### src/nco_complex_mixer_macros.svh
// Assertion macros shared by the NCO mixer RTL.
// Expects clk_i and rst_ni in the scope where a macro is used.
`ifndef NCO_COMPLEX_MIXER_MACROS_SVH
`define NCO_COMPLEX_MIXER_MACROS_SVH

// Property checked on every rising clock edge, ignored while reset is held.
`define NCO_MIX_ASSERT(lbl, prop, msg) \
  lbl: assert property (@(posedge clk_i) disable iff (!rst_ni) (prop)) \
    else $error(msg);

// Property checked on every rising clock edge, reset included.
`define NCO_MIX_ASSERT_ALWAYS(lbl, prop, msg) \
  lbl: assert property (@(posedge clk_i) (prop)) else $error(msg);

`endif

### src/nco_mix_pkg.sv
// Types and constants for the NCO complex mixer.
// No dependencies; used by every module.
package nco_mix_pkg;

  // Number of CORDIC rotation stages.
  localparam int unsigned CORDIC_STAGES = 15;

  // Internal width of the CORDIC x, y and z datapath.
  localparam int unsigned CORDIC_W = 18;

  // Start value of x: full scale divided by the CORDIC gain.
  localparam logic signed [CORDIC_W-1:0] CORDIC_X_START = 18'sd19898;

  // Angles beyond plus or minus a quarter turn are folded by half a turn.
  localparam logic signed [15:0] FOLD_POS = 16'sd16384;
  localparam logic signed [15:0] FOLD_NEG = -16'sd16384;
  localparam logic signed [CORDIC_W-1:0] HALF_TURN = 18'sd32768;

  // Input sample beat.
  typedef struct packed {
    logic signed [15:0] in_real;
    logic signed [15:0] in_imag;
    logic               phase_restart;
  } sample_in_t;

  // Output sample beat.
  typedef struct packed {
    logic signed [15:0] out_real;
    logic signed [15:0] out_imag;
  } sample_out_t;

  // Configuration beat.
  typedef struct packed {
    logic signed [31:0] phase_step;
  } cfg_t;

  // Queue entry: the sample and the angle it is rotated by.
  typedef struct packed {
    logic signed [15:0] re;
    logic signed [15:0] im;
    logic signed [15:0] angle;
  } queue_t;

  // Arctangent of 2^-i in half turns (units of pi) scaled by 32768.
  function automatic int atan_lut(input int idx);
    int val;
    case (idx)
      0:  val = 8192;
      1:  val = 4836;
      2:  val = 2555;
      3:  val = 1297;
      4:  val = 651;
      5:  val = 326;
      6:  val = 163;
      7:  val = 81;
      8:  val = 41;
      9:  val = 20;
      10: val = 10;
      11: val = 5;
      12: val = 3;
      13: val = 1;
      14: val = 1;
      default: val = 0;
    endcase
    return val;
  endfunction

endpackage

### src/nco_mix_stream_if.sv
// Valid/ready channel carrying one payload beat per handshake.
// The payload type is set where the channel is instantiated.
interface nco_mix_stream_if #(
  parameter type payload_t = logic
) ();
  logic     valid;
  logic     ready;
  payload_t payload;

  modport source (output valid, output payload, input ready);
  modport sink (input valid, input payload, output ready);
endinterface

### src/nco_mix_fifo.sv
// Short queue between the front end and the rotation pipeline.
// Uses nco_mix_pkg, nco_mix_stream_if and the assertion macros.
`include "nco_complex_mixer_macros.svh"

module nco_mix_fifo #(
  parameter int unsigned DEPTH = 2
) (
  input logic              clk_i,
  input logic              rst_ni,
  nco_mix_stream_if.sink   snk_i,
  nco_mix_stream_if.source src_o
);
  import nco_mix_pkg::*;

  localparam int unsigned PtrW = (DEPTH > 1) ? $clog2(DEPTH) : 1;
  localparam int unsigned CntW = $clog2(DEPTH + 1);

  queue_t          mem_q [DEPTH];
  logic [PtrW-1:0] wr_ptr_q, wr_ptr_d;
  logic [PtrW-1:0] rd_ptr_q, rd_ptr_d;
  logic [CntW-1:0] cnt_q, cnt_d;
  logic            push, pop;

  // Handshakes on both sides.
  assign snk_i.ready   = (cnt_q != CntW'(DEPTH));
  assign src_o.valid   = (cnt_q != '0);
  assign src_o.payload = mem_q[rd_ptr_q];
  assign push          = snk_i.valid && snk_i.ready;
  assign pop           = src_o.valid && src_o.ready;

  // Pointer and fill count updates.
  always_comb begin
    wr_ptr_d = wr_ptr_q;
    rd_ptr_d = rd_ptr_q;
    cnt_d    = cnt_q;
    if (push) begin
      wr_ptr_d = (wr_ptr_q == PtrW'(DEPTH - 1)) ? '0 : wr_ptr_q + PtrW'(1);
    end
    if (pop) begin
      rd_ptr_d = (rd_ptr_q == PtrW'(DEPTH - 1)) ? '0 : rd_ptr_q + PtrW'(1);
    end
    if (push && !pop) begin
      cnt_d = cnt_q + CntW'(1);
    end else if (pop && !push) begin
      cnt_d = cnt_q - CntW'(1);
    end
  end

  always_ff @(posedge clk_i or negedge rst_ni) begin
    if (!rst_ni) begin
      wr_ptr_q <= '0;
      rd_ptr_q <= '0;
      cnt_q    <= '0;
    end else begin
      wr_ptr_q <= wr_ptr_d;
      rd_ptr_q <= rd_ptr_d;
      cnt_q    <= cnt_d;
    end
  end

  // Entry storage.
  always_ff @(posedge clk_i) begin
    if (push) begin
      mem_q[wr_ptr_q] <= snk_i.payload;
    end
  end

  `NCO_MIX_ASSERT(a_fifo_cnt_max, cnt_q <= CntW'(DEPTH), "queue overfilled")
  `NCO_MIX_ASSERT(a_fifo_cnt_up, (push && !pop) |=> (cnt_q == $past(cnt_q) + CntW'(1)), "count lost a push")

endmodule

### src/flat_wrapper.sv
// flat-port wrapper written by rule: the top's interface ports become plain ports
module nco_mix_fifo_flat import nco_mix_pkg::*;
#(
  parameter int unsigned DEPTH = 2
)
  (clk_i, rst_ni, snk_i_valid, snk_i_payload, snk_i_ready, src_o_valid, src_o_payload, src_o_ready);
  nco_mix_stream_if snk_i_i ();
  nco_mix_stream_if src_o_i ();
  input logic clk_i;
  input logic rst_ni;
  input wire logic [$bits(snk_i_i.valid)-1:0] snk_i_valid;
  input wire logic [$bits(snk_i_i.payload)-1:0] snk_i_payload;
  output wire logic [$bits(snk_i_i.ready)-1:0] snk_i_ready;
  output wire logic [$bits(src_o_i.valid)-1:0] src_o_valid;
  output wire logic [$bits(src_o_i.payload)-1:0] src_o_payload;
  input wire logic [$bits(src_o_i.ready)-1:0] src_o_ready;
  assign snk_i_i.valid = snk_i_valid;
  assign snk_i_i.payload = snk_i_payload;
  assign snk_i_ready = snk_i_i.ready;
  assign src_o_valid = src_o_i.valid;
  assign src_o_payload = src_o_i.payload;
  assign src_o_i.ready = src_o_ready;
  nco_mix_fifo #(.DEPTH(DEPTH)) u_core (.clk_i(clk_i), .rst_ni(rst_ni), .snk_i(snk_i_i), .src_o(src_o_i));
endmodule
### config.mk
export PLATFORM = sky130hd
export DESIGN_NAME = nco_mix_fifo_flat
export DESIGN_NICKNAME = d
export VERILOG_FILES = /design/src/nco_mix_pkg.sv /design/src/nco_mix_stream_if.sv /design/src/nco_mix_fifo.sv /design/src/flat_wrapper.sv
export VERILOG_INCLUDE_DIRS = /design/src /design/src/src
export SDC_FILE = /design/constraint.sdc
export NUM_CORES = 1
export LEC_CHECK = 0
export ABC_AREA = 0
export BUFFER_PORTS_ARGS = -buffer_cell sky130_fd_sc_hd__buf_4
export CAP_MARGIN = 20
export CORE_AREA = 2 2 39 41
export CTS_BUF_LIST = sky130_fd_sc_hd__clkbuf_16
export CTS_CLUSTER_SIZE = 30
export DETAILED_ROUTE_END_ITERATION = 12
export DIE_AREA = 0 0 41 43
export SETUP_SLACK_MARGIN = 0.3
export SYNTH_ARGS = -nofsm -noshare
export SYNTH_HDL_FRONTEND = slang
export SYNTH_SLANG_ARGS = --single-unit
export TNS_END_PERCENT = 1
### constraint.sdc
create_clock -name clk_i -period 3 [get_ports clk_i]
set_input_delay 0.15 -clock clk_i [delete_from_list [all_inputs] [get_ports clk_i]]
set_output_delay 0.15 -clock clk_i [all_outputs]
set_load 0.1 [all_outputs]
==> flow_summary.ini, run 1 <==
[status]
status = completed

[job]
maxCapViolCount = 0

[synthesis]
synth_edf_count = 2
mappedNetlistArea_um2 = 283
synthXorXnorAreaFrac_pct = 15.5
syn-mean-instance-area_um2 = 13.5
synthTopCellsByArea = dfrtp_1 35%, edfxtp_1 21%, xnor2_1 9.3%
synth_most_common_cell = dfrtp_1
ys_types = 13
ys_top_cells_by_count = 4 x dfrtp_1, 3 x xnor2_1, 2 x edfxtp_1, 2 x nor2_1, 2 x xor2_1
synthArstFlopShare_pct = 66.7
ys_ff_latch = 6
synth_top_family_by_area = simple AND/OR/NAND/NOR gates
synth_top_area_share_pct = 35.4
synth_nets = 27
synth_warnings = 0
synth_area_leader_cell = dfrtp_1
synthAdderAreaFrac_pct = 4.42
netlist_instances = 21
synth-simple-area-share_pct = 18.1
synth.mux.area_fraction_pct = 3.98
seq_area_frac_synth_pct = 56.6
synth_top_flop_cell = dfrtp_1
synth-compound-area-share_pct = 0

[timing]
period_share_pct = 47.1
slew_headroom_pct = 81.6
finalHoldViolations = 0
final_max_slew_viol_count = 0
tns_ns = 0
min_period_ns = 1.41
tightest_slew_ns = 0.278
rsz0062_at_grt = no
hold_ws_ns = 0.107
setup_violations = 0
fin_worst_skew_ns = 0.00281
timing.fmax_mhz = 708

[setup_path]
crit_path_end_kind = flop
r2r_slack_ns = 1.59
startpoint_type = flop
required_ns = 3.15
reg2regPathDepth = 6
crit_type = flop to flop
cp_data_arrival_time_ns = 1.56
cp_max_fo = 4

[placement]
hpwl_um = 343
io_buffers = 7
gp_congestion = 0.631
placedCellCount = 44
place_area_um2 = 355

[detailed_routing]
first_iter_violations = 0
drt_pass1_iterations = 1
wl_per_cell_um = 9.84
vias = 191
vias_per_cell = 3.90
drc_errors = 0
ant_nets = 0
wl_um = 482

[grt]
first_global_vias = 192
grt_first_pass_wirelength_um = 841
antenna_found_initial = 0
grt_max_degree = 5
gr-total-overflow = 0
track_usage_pct = 8.59

[cells_and_area]
antenna_cells = 0
nFillCells = 136
drive_gt1_share_pct = 42.4
finish.instance_area_um2 = 444
final_cells = 49
regArea_um2 = 160
area_growth_pct = 57.1
nets = 40
multi_input_area_um2 = 119

[die]
core_region_area_um2 = 1380
num_io_pins = 8
dieArea_um2 = 1760
die-height_um = 43
fp-row-count = 14
die_x_um = 41
start_util_pct = 20.4

[min_path]
holdPathStages = 1
hold_path_class = input pin to flop

[clock_tree]
htreeDepth = 1
cts_tree = yes
cts_root_buf = clkbuf_16
clockBufferDepth = 2
path_clk_slew_ns = 0.04
cts.sinks = 6
ctsResizeCount = 0
hold_buffers = 1
clock_latency_ns = 0.23
postCtsSetupBuffers = 0
cts_buffers = 3
-- routing by layer --
metal	track usage [%]	vias to the layer above	part of all wire (%)
li1	-	94	-
met3	4.71	5	9.5
met4	12.0	0	7.5
met5	0	-	0
met1	9.54	83	42
met2	9.06	9	40
-- cell usage in the layout, fill, tap and decap left out, drive strengths merged --
| cell type | n |
|---|---|
| buf | 7 |
| xnor2 | 3 |
| dlygate4sd3 | 1 |
| mux2 | 1 |
| dfrtp | 4 |
| and3 | 1 |
| or2 | 1 |
| inv | 2 |
| ha | 1 |
| edfxtp | 2 |
| nand2b | 1 |
| xor2 | 2 |
| nor2 | 2 |
| nand2 | 2 |
| clkbuf | 3 |
-- cell families (layout without fill, tap and decap cells) --
family        count (synthesis)  after routing
xor+xnor                      5              5
fa+ha+maj                     1              1
buf+inv                       1             13
flops                         6              6
mux                           1              1
simple gates                  7              7
-- worst max-delay path, cell delays in order, from the launching register on --
cell	delay, ns
dfrtp_1	0.41
nand2b_4	0.17
nand2_1	0.11
inv_1	0.06
ha_1	0.30
nor2_1	0.13
xor2_1	0.15
-- area by class of cell --
type | instances | area share, %
clock buffers | 3 | 16.9
well taps | 16 | 4.51
inverters | 1 | 0.845
multi-input cells | 14 | 26.8
repair buffers | 8 | 14.1
clock inverters | 1 | 0.845
flip-flops and latches | 6 | 36.1
-- registers in the layout, indices dropped and copies added, names as in the netlist --
signal           flops
u_core.mem_q         2
u_core.rd_ptr_q      1
u_core.wr_ptr_q      1
u_core.cnt_q         2
-- metrics by stage --
stage / util (%) / worst slack, ns
6_report: 32.1 / 1.59
5_1_grt: 32.1 / 1.48
4_1_cts: 32.1 / 1.56
3_5_place_dp: 25.7 / 1.58
3_3_place_gp: 25.7 / 1.59
2_1_floorplan: - / 1.43
-- worst paths after layout --
path / startpoint / end
max in group asynchronous: rst_ni / u_core.wr_ptr_q
min in group asynchronous: rst_ni / u_core.rd_ptr_q
setup reg to reg: u_core.cnt_q[0] / u_core.cnt_q[1]
hold / removal: snk_i_payload / u_core.mem_q[1]
setup / recovery: u_core.cnt_q[0] / u_core.cnt_q[1]
hold reg to reg: u_core.rd_ptr_q / u_core.rd_ptr_q
Power of run 1 is not shown: default switching activity piles up to over one toggle a cycle in this logic, so the estimate is an artifact.
==> run 2, diff against run 1 <==
- ABC_AREA: 0 -> 1
- clock period: 3 -> 1.35 ns (I/O delays scaled with it)
==> run 2 against run 1 <==
Wire length is 12% higher. Critical path depth is 3 higher. Core utilization is 6.9 points higher. Global-route usage is 1.6 points higher. Cell area is 21% higher. Clock-buffer cell count stayed put. Cell count is 31% higher. Via count is 34% higher. Sequential share of layout area is 6.1 points lower. Non-clock buffer count is 2 higher. Clock skew is 0.0010 ns higher. Hold slack worse by 0.081 ns. Critical endpoint unchanged. Largest cell class is now multi-input gates.
==> flow_summary.ini, run 2 <==
[die]
die-height_um = 43
die_x_um = 41
num_io_pins = 8
core_region_area_um2 = 1380
start_util_pct = 22.9
fp-row-count = 14
dieArea_um2 = 1760

[timing]
setup_violations = 0
tightest_slew_ns = 0.278
period_share_pct = 90.8
min_period_ns = 1.23
fin_worst_skew_ns = 0.00385
hold_ws_ns = 0.0262
finalHoldViolations = 0
final_max_slew_viol_count = 0
rsz0062_at_grt = yes
timing.fmax_mhz = 816
slew_headroom_pct = 81.6

[synthesis]
ys_top_cells_by_count = 9 x nand2_1, 5 x inv_1, 4 x dfrtp_1
synth_area_leader_cell = dfrtp_1
synthArstFlopShare_pct = 66.7
synthTopCellsByArea = dfrtp_1 32%, edfxtp_1 19%, nand2_1 11%
ys_types = 13
syn-mean-instance-area_um2 = 9.31
synth_top_area_share_pct = 31.6
ys_ff_latch = 6
synth_warnings = 0
synth_nets = 40
netlist_instances = 34
synth_edf_count = 2
synth_top_flop_cell = dfrtp_1
synth_most_common_cell = nand2_1
mappedNetlistArea_um2 = 317
seq_area_frac_synth_pct = 50.6

[setup_path]
required_ns = 1.47
slowest_stage = dfrtp_1
crit_type = flop to flop
path_cells = inv_4 > nand2_8 > nand2_4 > inv_2 > ha_4 > inv_2 > nand3_1 > nand2_1 > nand2_1
crit_path_end_kind = flop
path_buf_inv = 3
cp_max_fo = 3
slowest_delay_ns = 0.40
startpoint_type = flop
critPathTopFamily = flip-flops
cp_data_arrival_time_ns = 1.34

[detailed_routing]
vias_per_cell = 3.98
drc_errors = 0
vias = 255
first_iter_violations = 5
ant_nets = 0
wl_um = 541
wl_per_cell_um = 8.45
drt_pass1_iterations = 4

[clock_tree]
cts_tree = yes
cts_buffers = 3
path_clk_slew_ns = 0.04
clock_latency_ns = 0.23
cts.sinks = 6
clockBufferDepth = 2
cts_root_buf = clkbuf_16
htreeDepth = 1

[grt]
first_global_vias = 274
grt_max_degree = 5
grt_first_pass_wirelength_mm = 1.01
antenna_found_initial = 0
track_usage_pct = 10.2
gr-total-overflow = 0

[cells_and_area]
layout_common_cells = 9 x nand2_1, 9 x buf_4, 4 x inv_1
multi_input_area_um2 = 170
nets = 55
area_growth_pct = 70.4
nFillCells = 136
drive_gt1_share_pct = 47.9
antenna_cells = 0
top_regs = u_core.cnt_q x2, u_core.mem_q x2
regArea_um2 = 161

[placement]
io_buffers = 7
hpwl_um = 424
gp_congestion = 0.606

[min_path]
hold_path_class = input pin to flop

[status]
status = completed

[job]
maxCapViolCount = 0
## run 2: cell count changes in the layout (fill, tap and decap cells not counted), sizes merged, moves of 2 or more
cell / before / now
xnor2: 3 / 1
nand3: 0 / 2
buf: 7 / 9
nand2: 2 / 13
inv: 2 / 8
## run 2: through the flow
step | worst slack (ns) | utilization, % | instance area, um^2 | instances | setup TNS, ns
5_1_grt | 0.0283 | 39.0 | 539 | 64 | 0
3_3_place_gp | 0.0941 | 31.5 | 435 | 58 | 0
6_report | 0.124 | 39.0 | 539 | 64 | 0
3_5_place_dp | 0.0737 | 31.5 | 435 | 58 | 0
4_1_cts | 0.115 | 39.0 | 539 | 64 | 0
2_1_floorplan | -0.0346 | - | 355 | 34 | -0.0346
## run 2: area by class of cell
type,count,area share (%)
clock buffers,3,13.9
clock inverters,1,0.696
inverters,7,5.80
multi-input cells,21,31.6
flip-flops and latches,6,29.9
well taps,16,3.71
repair buffers,10,14.4
## run 2: per-layer routing
| layer | track usage (%) | part of all wire (%) | vias to the layer above |
|---|---|---|---|
| li1 | - | - | 131 |
| met1 | 10.0 | 39 | 113 |
| met2 | 12.5 | 44 | 7 |
| met3 | 3.14 | 7.4 | 4 |
| met4 | 16.0 | 8.9 | 0 |
| met5 | 0 | 0 | - |
## run 2: cell families (layout without fill, tap and decap cells)
kind of cell / count (synthesis) / count (layout) / share of synthesized area (%)
fa+ha+maj: 1 / 1 / 3.95
flops: 6 / 6 / 50.6
xor+xnor: 2 / 2 / 7.91
simple gates: 18 / 18 / 29.2
buf+inv: 7 / 21 / 8.30
## run 2: worst reg2reg max path: stages (launching register included)
cell and delay, ns:
dfrtp_1 0.40, inv_4 0.13, nand2_8 0.06, nand2_4 0.05, inv_2 0.04, ha_4 0.21, inv_2 0.05, nand3_1 0.07
nand2_1 0.06, nand2_1 0.05
## run 2: what timing repair did
item                                   CTS  global route
setup endpoints to repair                7             7
gates resized for setup                  2             0
hold buffers                             1             0
buffers inserted                         1             0
pin swaps                                2             0
endpoints found under the hold margin    4             0
## run 2: worst paths after layout
path	startpoint	to	slack, ns	cells after the start
min in group asynchronous	rst_ni	u_core.cnt_q[0]	0.17	2
min	snk_i_payload	u_core.mem_q[1]	0.03	1
max reg2reg	u_core.cnt_q[0]	u_core.cnt_q[1]	0.12	9
max in group asynchronous	rst_ni	u_core.cnt_q[1]	1.08	2
min reg2reg	u_core.rd_ptr_q	u_core.rd_ptr_q	0.50	2
max	u_core.cnt_q[0]	u_core.cnt_q[1]	0.12	9
Power of run 2 is left out for the same reason.
